File: src/hw/rtl/i2cbb_pkg.sv
`timescale 1ns / 1ps

package i2cbb_pkg;

  // request kinds on the input channel
  localparam logic REQ_TICK = 1'b0;
  localparam logic REQ_CMD  = 1'b1;

  // command codes
  localparam logic [2:0] CMD_START = 3'd0;
  localparam logic [2:0] CMD_STOP  = 3'd1;
  localparam logic [2:0] CMD_SEND  = 3'd2;
  localparam logic [2:0] CMD_RECV  = 3'd3;
  localparam logic [2:0] CMD_ACK   = 3'd4;

  localparam logic [7:0] AckTimeoutReset = 8'd250;
  localparam logic [2:0] LastBit         = 3'd7;

  typedef struct packed {
    logic       req_type;
    logic [2:0] command;
    logic [7:0] tx_byte;
    logic       ack_level;
    logic       sda_in;
  } req_t;

  typedef struct packed {
    logic       scl;
    logic       sda_drive;
    logic       sda_level;
    logic       busy_res;
    logic       done_res;
    logic [7:0] rx_byte;
    logic       ack_error;
  } res_t;

  // classification made by the front end
  typedef enum logic [1:0] {
    KIND_TICK = 2'd0,
    KIND_CMD  = 2'd1,
    KIND_NOP  = 2'd2
  } kind_e;

  typedef struct packed {
    kind_e      kind;
    logic [2:0] command;
    logic [7:0] tx_byte;
    logic       ack_level;
    logic       sda_in;
  } item_t;

  // bus phases, one-hot
  typedef enum logic [15:0] {
    PH_IDLE  = 16'h0001,
    PH_ST1   = 16'h0002,
    PH_ST2   = 16'h0004,
    PH_SP1   = 16'h0008,
    PH_SP2   = 16'h0010,
    PH_SP3   = 16'h0020,
    PH_AK1   = 16'h0040,
    PH_AK2   = 16'h0080,
    PH_TXA   = 16'h0100,
    PH_TXB   = 16'h0200,
    PH_TXC   = 16'h0400,
    PH_WHI   = 16'h0800,
    PH_WPOLL = 16'h1000,
    PH_RHI   = 16'h2000,
    PH_RSMP  = 16'h4000,
    PH_REND  = 16'h8000
  } phase_e;

endpackage

File: src/hw/rtl/i2cbb_front.sv
`timescale 1ns / 1ps

module i2cbb_front
  import i2cbb_pkg::*;
#(
  parameter int unsigned Depth = 2
) (
  input  logic  clk_i,
  input  logic  rst_ni,
  input  logic  in_valid_i,
  output logic  in_ready_o,
  input  req_t  in_req_i,
  output logic  q_valid_o,
  input  logic  q_pop_i,
  output item_t q_item_o
);

  localparam int unsigned PtrW = (Depth > 1) ? $clog2(Depth) : 1;
  localparam int unsigned CntW = $clog2(Depth + 1);
  localparam logic [PtrW-1:0] LastPtr = PtrW'(Depth - 1);
  localparam logic [CntW-1:0] FullCnt = CntW'(Depth);

  item_t           mem_q [Depth];
  logic [PtrW-1:0] wr_ptr_q, wr_ptr_d, rd_ptr_q, rd_ptr_d;
  logic [CntW-1:0] cnt_q, cnt_d;
  item_t           item_in;
  logic            push, pop;

  // classify the request
  always_comb begin
    item_in.command   = in_req_i.command;
    item_in.tx_byte   = in_req_i.tx_byte;
    item_in.ack_level = in_req_i.ack_level;
    item_in.sda_in    = in_req_i.sda_in;
    if (in_req_i.req_type == REQ_TICK) begin
      item_in.kind = KIND_TICK;
    end else if (in_req_i.command <= CMD_ACK) begin
      item_in.kind = KIND_CMD;
    end else begin
      item_in.kind = KIND_NOP;
    end
  end

  assign in_ready_o = (cnt_q != FullCnt);
  assign q_valid_o  = (cnt_q != '0);
  assign push       = in_valid_i & in_ready_o;
  assign pop        = q_pop_i & q_valid_o;
  assign q_item_o   = mem_q[rd_ptr_q];

  always_comb begin
    wr_ptr_d = wr_ptr_q;
    rd_ptr_d = rd_ptr_q;
    cnt_d    = cnt_q;
    if (push) begin
      wr_ptr_d = (wr_ptr_q == LastPtr) ? '0 : wr_ptr_q + 1'b1;
    end
    if (pop) begin
      rd_ptr_d = (rd_ptr_q == LastPtr) ? '0 : rd_ptr_q + 1'b1;
    end
    if (push && !pop) begin
      cnt_d = cnt_q + 1'b1;
    end else if (pop && !push) begin
      cnt_d = cnt_q - 1'b1;
    end
  end

  always_ff @(posedge clk_i or negedge rst_ni) begin
    if (!rst_ni) begin
      wr_ptr_q <= '0;
      rd_ptr_q <= '0;
      cnt_q    <= '0;
    end else begin
      wr_ptr_q <= wr_ptr_d;
      rd_ptr_q <= rd_ptr_d;
      cnt_q    <= cnt_d;
    end
  end

  always_ff @(posedge clk_i) begin
    if (push) begin
      mem_q[wr_ptr_q] <= item_in;
    end
  end

  a_cnt_bound: assert property (@(posedge clk_i) disable iff (!rst_ni)
    cnt_q <= FullCnt)
    else $error("queue count beyond depth");

  a_cnt_track: assert property (@(posedge clk_i) disable iff (!rst_ni)
    (push && !pop) |=> (cnt_q == $past(cnt_q) + 1'b1))
    else $error("queue count missed a push");

endmodule

File: src/hw/rtl/i2cbb_engine.sv
`timescale 1ns / 1ps

module i2cbb_engine
  import i2cbb_pkg::*;
(
  input  logic       clk_i,
  input  logic       rst_ni,
  input  logic       cfg_we_i,
  input  logic [7:0] cfg_wdata_i,
  input  logic       q_valid_i,
  output logic       q_pop_o,
  input  item_t      q_item_i,
  output logic       out_valid_o,
  input  logic       out_ready_i,
  output res_t       out_res_o
);

  phase_e     phase_q, phase_d;
  logic [2:0] cmd_q, cmd_d;
  logic [2:0] bit_q, bit_d;
  logic [7:0] shift_q, shift_d;
  logic [7:0] poll_q, poll_d;
  logic       err_q, err_d;
  logic       scl_q, scl_d;
  logic       sda_q, sda_d;
  logic       dir_q, dir_d;
  logic [7:0] ack_timeout_q;
  logic       out_valid_q, out_valid_d;
  res_t       out_q, res_d;
  logic       done;

  assign q_pop_o = q_valid_i & (~out_valid_q | out_ready_i);

  always_comb begin
    phase_d = phase_q;
    cmd_d   = cmd_q;
    bit_d   = bit_q;
    shift_d = shift_q;
    poll_d  = poll_q;
    err_d   = err_q;
    scl_d   = scl_q;
    sda_d   = sda_q;
    dir_d   = dir_q;
    done    = 1'b0;
    if (q_pop_o) begin
      case (q_item_i.kind)
        KIND_CMD: begin
          if (phase_q == PH_IDLE) begin
            cmd_d  = q_item_i.command;
            err_d  = 1'b0;
            bit_d  = '0;
            poll_d = '0;
            unique case (q_item_i.command)
              CMD_START: begin
                dir_d = 1'b1; sda_d = 1'b1; scl_d = 1'b1; phase_d = PH_ST1;
              end
              CMD_STOP: begin
                dir_d = 1'b1; scl_d = 1'b0; sda_d = 1'b0; phase_d = PH_SP1;
              end
              CMD_SEND: begin
                dir_d = 1'b1; scl_d = 1'b0; shift_d = q_item_i.tx_byte;
                phase_d = PH_TXA;
              end
              CMD_RECV: begin
                dir_d = 1'b0; sda_d = 1'b1; scl_d = 1'b0; shift_d = '0;
                phase_d = PH_RHI;
              end
              default: begin
                scl_d = 1'b0; dir_d = 1'b1; sda_d = q_item_i.ack_level;
                phase_d = PH_AK1;
              end
            endcase
          end
        end
        KIND_TICK: begin
          unique case (phase_q)
            PH_IDLE: ;
            PH_ST1:  begin sda_d = 1'b0; phase_d = PH_ST2; end
            PH_ST2:  begin scl_d = 1'b0; phase_d = PH_IDLE; done = 1'b1; end
            PH_SP1:  begin scl_d = 1'b1; phase_d = PH_SP2; end
            PH_SP2:  begin sda_d = 1'b1; phase_d = PH_SP3; end
            PH_SP3:  begin phase_d = PH_IDLE; done = 1'b1; end
            PH_AK1:  begin scl_d = 1'b1; phase_d = PH_AK2; end
            PH_AK2:  begin scl_d = 1'b0; phase_d = PH_IDLE; done = 1'b1; end
            PH_TXA:  begin sda_d = shift_q[7]; phase_d = PH_TXB; end
            PH_TXB:  begin scl_d = 1'b1; phase_d = PH_TXC; end
            PH_TXC: begin
              scl_d   = 1'b0;
              shift_d = {shift_q[6:0], 1'b0};
              if (bit_q == LastBit) begin
                dir_d = 1'b0; sda_d = 1'b1; phase_d = PH_WHI;
              end else begin
                bit_d = bit_q + 1'b1; phase_d = PH_TXA;
              end
            end
            PH_WHI:  begin scl_d = 1'b1; phase_d = PH_WPOLL; end
            PH_WPOLL: begin
              if (!q_item_i.sda_in) begin
                scl_d = 1'b0; phase_d = PH_IDLE; done = 1'b1;
              end else if (poll_q >= ack_timeout_q) begin
                err_d = 1'b1;
                dir_d = 1'b1; scl_d = 1'b0; sda_d = 1'b0; phase_d = PH_SP1;
              end else begin
                poll_d = poll_q + 1'b1;
              end
            end
            PH_RHI:  begin scl_d = 1'b1; phase_d = PH_RSMP; end
            PH_RSMP: begin
              shift_d = {shift_q[6:0], q_item_i.sda_in};
              phase_d = PH_REND;
            end
            PH_REND: begin
              if (bit_q == LastBit) begin
                phase_d = PH_IDLE; done = 1'b1;
              end else begin
                bit_d = bit_q + 1'b1; scl_d = 1'b0; phase_d = PH_RHI;
              end
            end
            default: phase_d = PH_IDLE;
          endcase
        end
        default: ;
      endcase
    end
  end

  always_comb begin
    res_d.scl       = scl_d;
    res_d.sda_drive = dir_d;
    res_d.sda_level = dir_d ? sda_d : 1'b1;
    res_d.busy_res  = (phase_d != PH_IDLE);
    res_d.done_res  = done;
    res_d.rx_byte   = (cmd_d == CMD_RECV) ? shift_d : '0;
    res_d.ack_error = err_d;
  end

  assign out_valid_d = q_pop_o | (out_valid_q & ~out_ready_i);
  assign out_valid_o = out_valid_q;
  assign out_res_o   = out_q;

  always_ff @(posedge clk_i or negedge rst_ni) begin
    if (!rst_ni) begin
      phase_q       <= PH_IDLE;
      cmd_q         <= '0;
      bit_q         <= '0;
      shift_q       <= '0;
      poll_q        <= '0;
      err_q         <= 1'b0;
      scl_q         <= 1'b1;
      sda_q         <= 1'b1;
      dir_q         <= 1'b1;
      ack_timeout_q <= AckTimeoutReset;
      out_valid_q   <= 1'b0;
    end else begin
      phase_q     <= phase_d;
      cmd_q       <= cmd_d;
      bit_q       <= bit_d;
      shift_q     <= shift_d;
      poll_q      <= poll_d;
      err_q       <= err_d;
      scl_q       <= scl_d;
      sda_q       <= sda_d;
      dir_q       <= dir_d;
      out_valid_q <= out_valid_d;
      if (cfg_we_i) begin
        ack_timeout_q <= cfg_wdata_i;
      end
    end
  end

  always_ff @(posedge clk_i) begin
    if (q_pop_o) begin
      out_q <= res_d;
    end
  end

  a_phase_onehot: assert property (@(posedge clk_i) disable iff (!rst_ni)
    $onehot(phase_q))
    else $error("phase register not one-hot");

  a_done_not_busy: assert property (@(posedge clk_i) disable iff (!rst_ni)
    (out_valid_q && out_q.done_res) |-> !out_q.busy_res)
    else $error("finished request still reports busy");

  a_err_on_send: assert property (@(posedge clk_i) disable iff (!rst_ni)
    err_q |-> (cmd_q == CMD_SEND))
    else $error("ack error outside a send");

endmodule

File: src/hw/rtl/i2c_bitbang_master_unit.sv
`timescale 1ns / 1ps

// i2c bit engine for a tick-driven master
// in channel: in_valid_i / in_ready_o carry one request (timing tick or command)
//   as an in_req_i struct; out channel: out_valid_o / out_ready_i carry one
//   result per request (line levels, busy, done, rx byte, ack error)
// cfg_we_i writes cfg_wdata_i into the ack timeout register at once; the user must
//   write only while no request is in flight, the block does not enforce it
// a request accepted into the queue waits at the queue head until the result reg
//   is free or being taken, then goes through the phase machine into the result reg
// throughput: one request per cycle while the out channel does not stall, set by
//   the phase machine reading the head of the queue and writing the result register
// reset: queue empty, no result pending, lines idle high with sda driven,
//   ack timeout back to 250
// a stalled out channel holds the result register; the queue then fills and
//   in_ready_o drops once QueueDepth requests wait behind it
module i2c_bitbang_master_unit
  import i2cbb_pkg::*;
#(
  parameter int unsigned QueueDepth = 2
) (
  input  logic       clk_i,
  input  logic       rst_ni,
  input  logic       cfg_we_i,
  input  logic [7:0] cfg_wdata_i,
  input  logic       in_valid_i,
  output logic       in_ready_o,
  input  req_t       in_req_i,
  output logic       out_valid_o,
  input  logic       out_ready_i,
  output res_t       out_res_o
);

  // queue between classifier and phase machine
  logic  q_valid;
  logic  q_pop;
  item_t q_item;

  // front: classifies each request and buffers it
  i2cbb_front #(
    .Depth(QueueDepth)
  ) u_front (
    .clk_i     (clk_i),
    .rst_ni    (rst_ni),
    .in_valid_i(in_valid_i),
    .in_ready_o(in_ready_o),
    .in_req_i  (in_req_i),
    .q_valid_o (q_valid),
    .q_pop_i   (q_pop),
    .q_item_o  (q_item)
  );

  // back: phase machine and result register
  i2cbb_engine u_engine (
    .clk_i      (clk_i),
    .rst_ni     (rst_ni),
    .cfg_we_i   (cfg_we_i),
    .cfg_wdata_i(cfg_wdata_i),
    .q_valid_i  (q_valid),
    .q_pop_o    (q_pop),
    .q_item_i   (q_item),
    .out_valid_o(out_valid_o),
    .out_ready_i(out_ready_i),
    .out_res_o  (out_res_o)
  );

endmodule
File: config.mk
export PLATFORM = sky130hd
export DESIGN_NAME = i2c_bitbang_master_unit
export DESIGN_NICKNAME = d
export VERILOG_FILES = /design/src/hw/rtl/i2cbb_pkg.sv /design/src/hw/rtl/i2cbb_front.sv /design/src/hw/rtl/i2cbb_engine.sv /design/src/hw/rtl/i2c_bitbang_master_unit.sv
export SDC_FILE = /design/constraint.sdc
export NUM_CORES = 1
export LEC_CHECK = 0
export BUFFER_PORTS_ARGS = -buffer_cell sky130_fd_sc_hd__buf_2
export CORE_MARGIN = 2
export CORE_UTILIZATION = 40
export DETAILED_ROUTE_END_ITERATION = 7
export PLACE_DENSITY = 0.67
export SYNTH_ARGS = -nofsm -noshare
export SYNTH_HDL_FRONTEND = slang
export SYNTH_SLANG_ARGS = --single-unit
export TNS_END_PERCENT = 30
File: constraint.sdc
create_clock -name clk_i -period 2.7 [get_ports clk_i]
set_input_delay 0.135 -clock clk_i [delete_from_list [all_inputs] [get_ports clk_i]]
set_output_delay 0.135 -clock clk_i [all_outputs]
set_load 0.05 [all_outputs]
# Word level (Yosys, flattened, before mapping)
# Memory sizes are Yosys's and may differ from the RTL's.
# Cells that the tools add are included.
[totals]
register_bits = 69
latchBits = 0
ram_bits = 30
mem_bits_ro = 0
out_inout_bits = 16
wordCells = 151
mem_count = 1
[classes]
addsub = 6
multipliers = 0
div = 0
n_lt_le_gt_ge = 2
n_eq_ne = 30
shifts = 0
muxes = 67
bitwise_logic = 8
n_reduce_logical = 16
[mem_list]
columns = ["name", "words", "width", "rd", "rd_clocked_by_memory_dff", "write_ports", "line", "text"]
rows = [
  ["u_front.mem_q", 2, 15, 1, 0, 1, "i2cbb_front.sv:23", "item_t mem_q [Depth];"],
]
[ops]
columns = ["operator", "n"]
rows = [
  ["16-bit one-hot mux with 13 select lines", 1],
  ["16-bit two-way mux", 4],
  ["8-bit one-hot mux with 2 select lines", 4],
  ["14-bit one-hot mux with 4 select lines", 1],
  ["8-bit two-way mux", 6],
  ["16-bit one-hot mux with 2 select lines", 1],
  ["1-bit two-way mux", 28],
  ["3-bit two-way mux", 6],
  ["16-bit by 1-bit == test with 1-bit output, second input constant", 1],
  ["16-bit by 10-bit == test with 1-bit output, second input constant", 1],
  ["16-bit by 11-bit == test with 1-bit output, second input constant", 1],
  ["16-bit by 12-bit == test with 1-bit output, second input constant", 1],
  ["16-bit by 13-bit == test with 1-bit output, second input constant", 1],
  ["16-bit by 14-bit == test with 1-bit output, second input constant", 1],
  ["16-bit by 15-bit == test with 1-bit output, second input constant", 1],
  ["16-bit == test, second input constant", 1],
  ["16-bit by 2-bit == test with 1-bit output, second input constant", 1],
  ["16-bit by 3-bit == test with 1-bit output, second input constant", 1],
  ["16-bit by 4-bit == test with 1-bit output, second input constant", 1],
  ["16-bit by 5-bit == test with 1-bit output, second input constant", 1],
  ["16-bit by 6-bit == test with 1-bit output, second input constant", 1],
  ["16-bit by 7-bit == test with 1-bit output, second input constant", 1],
  ["16-bit by 8-bit == test with 1-bit output, second input constant", 1],
  ["16-bit by 9-bit == test with 1-bit output, second input constant", 1],
  ["35 further kinds", 62],
]

# Depth between registers and ports, before layout
# Gate-level depths: netlist of run 1.
[depth]
word_depth = 7
ltp_mapped = 10
depth_no_buf = 10

# By module
# A second synthesis of run 1 with hierarchy kept.
[hier_totals]
hier_cells = 447
hier_area_um2 = 4976.0
[by_module_without_submodules]
columns = ["mod", "n_inst", "cells_each", "area_each_um2"]
rows = [
  ["i2cbb_engine", 1, 378, 3626.0],
  ["i2cbb_front", 1, 69, 1350.0],
]

# Worst setup path before layout of run 1
# Ideal clock, no wire load.
[synth_path]
path_type = "register to register"
start = "register u_engine.out_valid_q, in the netlist u_engine.out_valid_o"
end = "register u_engine.out_q (netlist bit u_engine.out_res_o[10]), data pin"
setup_ns = 0.272
t_arrival_ns = 2.679
setup_slack_ns = -0.251
path_stages_with_launch = 10
path_buffers = 0
period_less_slack_ns = 2.951
path_cell_list = "dfrtp_1 nand2b_1 o21ai_1 inv_1 nand2_1 o41ai_1 or4_1 a211oi_1 nand2_1 or4_1"
[synth_lines]
columns = ["element", "line", "text"]
rows = [
  ["from (decl)", "i2cbb_engine.sv:28", "logic out_valid_q, out_valid_d;"],
  ["from (signal assigned)", "i2cbb_engine.sv:164", "out_valid_q <= out_valid_d;"],
  ["to (signal assigned)", "i2cbb_engine.sv:173", "out_q <= res_d;"],
  ["to (decl)", "i2cbb_engine.sv:29", "res_t out_q, res_d;"],
]

==> impl_metrics.json, run 1 <==
{
  "vias": 4155,
  "clk_latency_ns": 0.36,
  "layout.cells.non_filler": 760,
  "grt_util_all_layers_pct": 21.4,
  "r2r_slack_ns": -0.13,
  "wl_met1_mm": 5.83,
  "hp-class": "in -> reg",
  "route.antenna.remaining_nets": 0,
  "antenna_cells": 0,
  "routed_wl_mm": 13.1,
  "synth_seq_cells": 99,
  "dpl_cell_area_um2": 5920,
  "p_switching_mw": 2.48,
  "path_class": "reg -> reg",
  "cp.arrival_ns": 2.93,
  "p_leak_nw": 2.79,
  "crit_chain": "buf_4, nor2_1, buf_4, nand4_1, buf_6, nor4_1, o22a_1, or4_4, a211oi_2, nand2_1, or4_1",
  "drive_above_1_share_pct": 33.6,
  "slew_headroom_pct": 53.7,
  "reg2reg_from": "u_engine.phase_q[0]",
  "vias_per_cell": 5.47,
  "cp_data_required_time_ns": 2.80,
  "tns_ns": -0.160,
  "antenna_found_initial": 0,
  "root_buffer": "clkbuf_16",
  "status": "complete, but fails checks",
  "io_pins": 43,
  "row_count": 40,
  "clk_pin_slew_worst_paths_ns": 0.07,
  "area_delta_synth_final_pct": 34.1,
  "synth.top_cell.area_share_pct": 27.0,
  "synth_top_area_cell": "edfxtp_1",
  "p_int_mw": 3.97,
  "syn-num-nets": 492,
  "cts_sinks": 99,
  "overflow": 0,
  "skew_ns": 0.0113,
  "timing.rr.end": "u_engine.out_res_o[10]",
  "grt_max_degree": 26,
  "post_drt_wl_per_cell_um": 17.2,
  "synth_area_um2": 4890,
  "finalCritPeriodShare_pct": 105,
  "die_h_um": 115,
  "tightestPinTransition_ns": 0.695,
  "finalHoldViolations": 0,
  "rsz0062_at_grt": "true",
  "ys_seq_area_share_pct": 55.5,
  "p_comb_share_pct": 45.8,
  "path_delay_family": "simple AND/OR/NAND/NOR gates",
  "cts_tree": "yes",
  "holdPathStages": 3,
  "synth_warnings": 0,
  "setup_ws_ns": -0.132,
  "met3_length_um": 816,
  "dp_cells": 720,
  "setup_viol": 4,
  "initial_utilization_pct": 40.8,
  "drc": 0,
  "maxSlewViolCount": 0,
  "hp-start": "cfg_wdata_i[6]",
  "cts_made_buffers": 9,
  "syn_inst": 453,
  "io_buffers": 42,
  "nNetsFinal": 647,
  "synthTopCellsByArea": "edfxtp_1 27%, dfrtp_1 23%, dfstp_2 5.4%",
  "crit_buf_inv": 3,
  "grt_pass1_vias": 4186,
  "p_sw_share_pct": 38.4,
  "cpMaxStageDelayCell": "dfstp_2",
  "p_clk_share_pct": 20.8,
  "place_hpwl_mm": 9.65,
  "ir_drop_v": 0.000523,
  "synth_enable_flop_cells": 44,
  "crit_top_cell": "buf_4",
  "final_cell_mix": "101 x buf_4, 57 x nand2_1, 44 x dfrtp_1, 44 x edfxtp_1, 42 x buf_2",
  "dieArea_um2": 13100,
  "h-tree-depth": 3,
  "first_pass_iters": 5,
  "finalWeightedCongestion": 0.963,
  "critical_path.max_stage_delay_ns": 0.55,
  "crit_fanout": 8,
  "rr_worst_depth": 11,
  "whs_endpoint": "u_engine.ack_timeout_q[6]",
  "max_freq_mhz": 353,
  "core_um2": 12000,
  "max_cap_viol_count": 0,
  "die_w_um": 115,
  "p_per_area_nw_per_um2": 985,
  "ys_async_sr_fraction_pct": 55.6,
  "synth_area_per_cell_um2": 10.8,
  "highest_layer": "met4",
  "ys.flop_type": "dfrtp_1",
  "wl_met2_mm": 6.12,
  "end_kind": "flop",
  "drt_iter0_drc": 328,
  "yosysUniqueCellTypes": 59,
  "critPathLaunchType": "flop",
  "holdWs_ns": 0.00872,
  "dp_slack_ns": -0.227,
  "final_cell_area_um2": 6550,
  "violations": "setup timing",
  "grt_pass1_wl_mm": 21.5,
  "seqPwrFrac_pct": 33.4,
  "layout_commonest_cell": "buf_4",
  "period_minus_slack_ns": 2.83,
  "clock_path_buffers": 2
}
[area by class of cell]
cell class | count | area [um^2]
Multi-Input combinational cell | 319 | 2130
Inverter | 17 | 63.8
Fill cell | 1022 | 5410
Clock inverter | 7 | 80.1
Timing Repair Buffer | 162 | 1160
Tap cell | 147 | 184
Clock buffer | 9 | 225
Sequential cell | 99 | 2710
[power groups by stage]
stage | combinational [mW] | clock [mW] | sequential [mW]
final | 2.96 | 1.34 | 2.15
after global routing | 3.19 | 1.43 | 2.19
after CTS | 2.85 | 1.36 | 2.15
after detailed placement | 2.75 | 0 | 2.18
after global placement | 2.73 | 0 | 2.16
after floorplan | 1.31 | 0 | 2.44
[Yosys cell counts (4+ instances only)]
cell type,n
o21ai_0,28
xor2_1,8
a22oi_1,10
dfstp_2,10
mux2i_1,4
nand4_1,9
clkbuf_1,12
nor3_1,9
nand2_1,57
dfrtp_1,45
nor2b_1,9
a21oi_1,15
nand3_1,10
xnor2_1,9
o21ai_1,11
mux2_2,10
nand2b_1,7
ha_1,12
nor4b_1,7
nor2_1,36
or3_1,4
nand3b_1,5
or4_1,4
inv_1,17
nor4_1,6
edfxtp_1,44
[worst reg2reg max path: cells and delay by family (launching register included)]
family                 cells  cell delay [ns]
AOI/OAI and AO/OA          2             0.40
and+or+nand+nor            6             1.22
DFF                        1             0.55
buffers and inverters      3             0.41
[logic make-up after synthesis]
logic type | Yosys count | synth area share, %
flops | 99 | 55.5
fa+ha+maj | 12 | 3.07
compound gates | 100 | 13.3
buf+inv | 35 | 2.92
xor+xnor | 17 | 3.05
mux | 14 | 3.12
simple gates | 176 | 19.1
[stage by stage]
step           total power [mW]  util, %
4_1_cts                    6.36     54.2
3_5_place_dp               4.92     49.5
6_report                   6.45     54.8
2_1_floorplan              3.75        -
3_3_place_gp               4.89     49.5
5_1_grt                    6.81     54.8
[state kept, by name (all words and copies together) (netlist names)]
| signal | flops |
|---|---|
| u_front.cnt_q | 2 |
| u_engine.bit_q | 3 |
| u_engine.out_valid_o | 1 |
| u_engine.shift_q | 8 |
| u_engine.err_q | 1 |
| u_front.rd_ptr_q | 1 |
| u_engine.ack_timeout_q | 8 |
| u_front.mem_q | 30 |
| u_engine.out_res_o | 14 |
| u_engine.cmd_q | 3 |
| u_engine.phase_q | 16 |
| u_engine.dir_q | 1 |
| u_engine.scl_q | 1 |
| u_front.wr_ptr_q | 1 |
| u_engine.sda_q | 1 |
| u_engine.poll_q | 8 |
[repair_timing]
action                                 in CTS  in global routing
endpoints found under the hold margin      51                  0
resized for setup                          14                  7
pin swaps                                   3                  4
setup buffers                               2                  4
setup endpoints to repair                  12                 28
hold buffers                               18                  0
[metal layers]
metal / track usage [%] / vias to the layer above
met2: 33.9 / 170
met5: 0 / -
met3: 3.92 / 29
met4: 9.92 / 0
met1: 28.6 / 1983
li1: - / 1973
[worst max path at each step]
| stage | startpoint | to | slack [ns] | depth (start not counted) |
|---|---|---|---|---|
| after floorplan | u_engine.phase_q[5] | u_engine.out_res_o[10] | -0.12 | 9 |
| after CTS | u_engine.phase_q[9] | u_engine.out_res_o[10] | -0.09 | 8 |
| after detailed placement | u_engine.phase_q[0] | u_engine.out_res_o[10] | -0.23 | 8 |
| after global placement | u_front.rd_ptr_q | u_engine.out_res_o[10] | -0.16 | 8 |
| final | u_engine.phase_q[0] | u_engine.out_res_o[10] | -0.13 | 11 |
| after global routing | u_engine.phase_q[0] | u_engine.out_res_o[10] | -0.23 | 11 |
Power figures use the tool's default switching activity.
==> inputs of run 2 (changes only) <==
--- a/config.mk
+++ b/config.mk
@@ -6,6 +6,7 @@
 export NUM_CORES = 1
 export LEC_CHECK = 0
 export BUFFER_PORTS_ARGS = -buffer_cell sky130_fd_sc_hd__buf_2
+export CORE_ASPECT_RATIO = 1.4
 export CORE_MARGIN = 2
 export CORE_UTILIZATION = 40
 export DETAILED_ROUTE_END_ITERATION = 7
==> run 2 against run 1 <==
Net effect: the flow still finishes with violations (setup timing); combinational power is 2% lower; cell count decreased by 2.1%; core utilization down 0.65 points; maximum frequency decreased by 0.10%; total power fell by 2.5%; highest routed layer unchanged; critical path depth shrank 2.
==> impl_metrics.json, run 2 (same netlist as run 1, synthesis figures left out) <==
{
  "vias_per_cell": 5.47,
  "tightestPinTransition_ns": 0.959,
  "p_clk_share_pct": 19.7,
  "p_per_area_nw_per_um2": 979,
  "n_fill_cell": 1068,
  "final_cell_mix": "84 x buf_4, 56 x nand2_1, 44 x dfrtp_1, 44 x edfxtp_1, 42 x buf_2",
  "max_freq_mhz": 353,
  "io_pins": 43,
  "end_kind": "flop",
  "path_class": "reg -> reg",
  "path_delay_family": "simple AND/OR/NAND/NOR gates",
  "ir_drop_v": 0.000529,
  "antenna_found_initial": 0,
  "io_buffers": 42,
  "rr_worst_depth": 9,
  "cp.arrival_ns": 2.91,
  "area_delta_synth_final_pct": 31.5,
  "timing.rr.end": "u_engine.out_res_o[10]",
  "h-tree-depth": 3,
  "largest_register_ffs": 30,
  "slew_headroom_pct": 36.1,
  "largest-register": "u_front.mem_q",
  "clock_path_buffers": 2,
  "cts_tree": "yes",
  "cts_made_buffers": 9,
  "grt_max_degree": 40,
  "whs_endpoint": "u_engine.ack_timeout_q[7]",
  "max_cap_viol_count": 0,
  "clk_pin_slew_worst_paths_ns": 0.08,
  "finalWeightedCongestion": 0.936,
  "grt_util_all_layers_pct": 20.8,
  "p_int_mw": 3.81,
  "maxSlewViolCount": 0,
  "skew_ns": 0.0125,
  "dieArea_um2": 13100,
  "crit_buf_inv": 1,
  "violations": "setup timing",
  "period_minus_slack_ns": 2.84,
  "vias": 4072,
  "p_switching_mw": 2.48,
  "initial_utilization_pct": 41.1,
  "critical_path.max_stage_delay_ns": 0.51,
  "post_drt_wl_per_cell_um": 17.9,
  "r2r_slack_ns": -0.14,
  "drc": 0,
  "cp_data_required_time_ns": 2.78,
  "clk_latency_ns": 0.35,
  "overflow": 0,
  "grt_pass1_wl_mm": 21.4,
  "drive_above_1_share_pct": 32.5,
  "finalCritPeriodShare_pct": 105,
  "p_leak_nw": 2.71,
  "hp-start": "cfg_wdata_i[7]",
  "final_util_pct": 54.1,
  "p_comb_share_pct": 46.1,
  "crit_fanout": 7,
  "hp-class": "in -> reg",
  "setup_viol": 1,
  "layout.cells.non_filler": 744,
  "status": "complete, but fails checks",
  "tns_ns": -0.135,
  "seqPwrFrac_pct": 34.2,
  "crit_chain": "nor4_4, buf_12, and4_4, o21bai_4, a22o_1, or4_4, a211oi_2, nand2_1, or4_1",
  "core_um2": 11900,
  "reg2reg_from": "u_engine.phase_q[8]",
  "layout_commonest_cell": "buf_4",
  "dp_cells": 708,
  "route.antenna.remaining_nets": 0,
  "p_sw_share_pct": 39.4,
  "critPathLaunchType": "flop",
  "rsz0062_at_grt": "true",
  "routed_wl_mm": 13.3,
  "nNetsFinal": 631,
  "cts_sinks": 99,
  "die_w_um": 97.4,
  "grt_pass1_vias": 4232,
  "cp.depth": 9,
  "antenna_cells": 0,
  "setup_ws_ns": -0.135,
  "row_count": 47,
  "finalHoldViolations": 0,
  "die_h_um": 135,
  "root_buffer": "clkbuf_16",
  "cpMaxStageDelayCell": "or4_4",
  "first_pass_iters": 6,
  "holdPathStages": 3,
  "place_hpwl_mm": 10.0,
  "drt_iter0_drc": 236
}
-- run 2: cell count changes in the layout (fill, tap and decap cells not counted), sizes merged --
cell / before / now
clkinv: 1 / 3
inv: 22 / 20
buf: 144 / 128
clkbuf: 9 / 10
bufinv: 1 / 0
-- run 2: worst max path at each step --
stage | startpoint | to | slack (ns)
3_5_place_dp | u_engine.phase_q[0] | u_engine.out_res_o[10] | -0.18
5_1_grt | u_engine.phase_q[8] | u_engine.out_res_o[10] | -0.21
6_report | u_engine.phase_q[8] | u_engine.out_res_o[10] | -0.14
4_1_cts | u_engine.phase_q[9] | u_engine.out_res_o[10] | -0.16
3_3_place_gp | u_engine.phase_q[0] | u_engine.out_res_o[10] | -0.17
2_1_floorplan | u_engine.phase_q[5] | u_engine.out_res_o[10] | -0.12
-- run 2: layout make-up --
type	count	area (um^2)	share of cell area, %
Clock buffer	10	229	3.56
Sequential cell	99	2710	42.2
Timing Repair Buffer	146	1050	16.4
Inverter	17	63.8	0.993
Clock inverter	6	57.6	0.895
Tap cell	147	184	2.86
Multi-Input combinational cell	319	2130	33.1
-- run 2: what timing repair did --
item | in CTS | in global routing
setup endpoints to repair | 7 | 22
setup buffers | 1 | 1
endpoints found under the hold margin | 63 | 0
gates resized for setup | 9 | 15
gates cloned | 0 | 0
pin swaps | 1 | 8
hold buffers | 18 | 0
-- run 2: per-stage QoR --
step	hold slack (ns)	power, mW	setup slack (ns)	area (um^2)
after floorplan	-0.161	3.75	-0.122	4900
after global placement	0.308	4.90	-0.166	5850
after detailed placement	0.326	4.93	-0.183	5850
after CTS	0.00463	6.25	-0.159	6360
after global routing	0.00712	6.63	-0.215	6430
final	0.00653	6.29	-0.135	6430
-- run 2: worst reg2reg max path: cells and delay by family (launching register included) --
| family | cells | cell delay [ns] |
|---|---|---|
| buffers and inverters | 1 | 0.15 |
| AND/OR/NAND/NOR | 5 | 1.55 |
| AO/OA/AOI/OAI | 3 | 0.45 |
| flip-flops | 1 | 0.41 |
-- run 2: power groups by stage --
stage | sequential [mW] | clock, mW | combinational, mW
3_3_place_gp | 2.16 | 0 | 2.74
2_1_floorplan | 2.44 | 0 | 1.31
3_5_place_dp | 2.17 | 0 | 2.76
6_report | 2.15 | 1.24 | 2.90
4_1_cts | 2.15 | 1.27 | 2.83
5_1_grt | 2.18 | 1.32 | 3.12
-- run 2: per-layer routing --
metal	vias up	track usage [%]	share of wire [%]
li1	1942	-	-
met1	1970	24.9	41
met2	121	35.7	50
met3	39	2.95	3.7
met4	0	12.6	4.9
met5	-	0	0
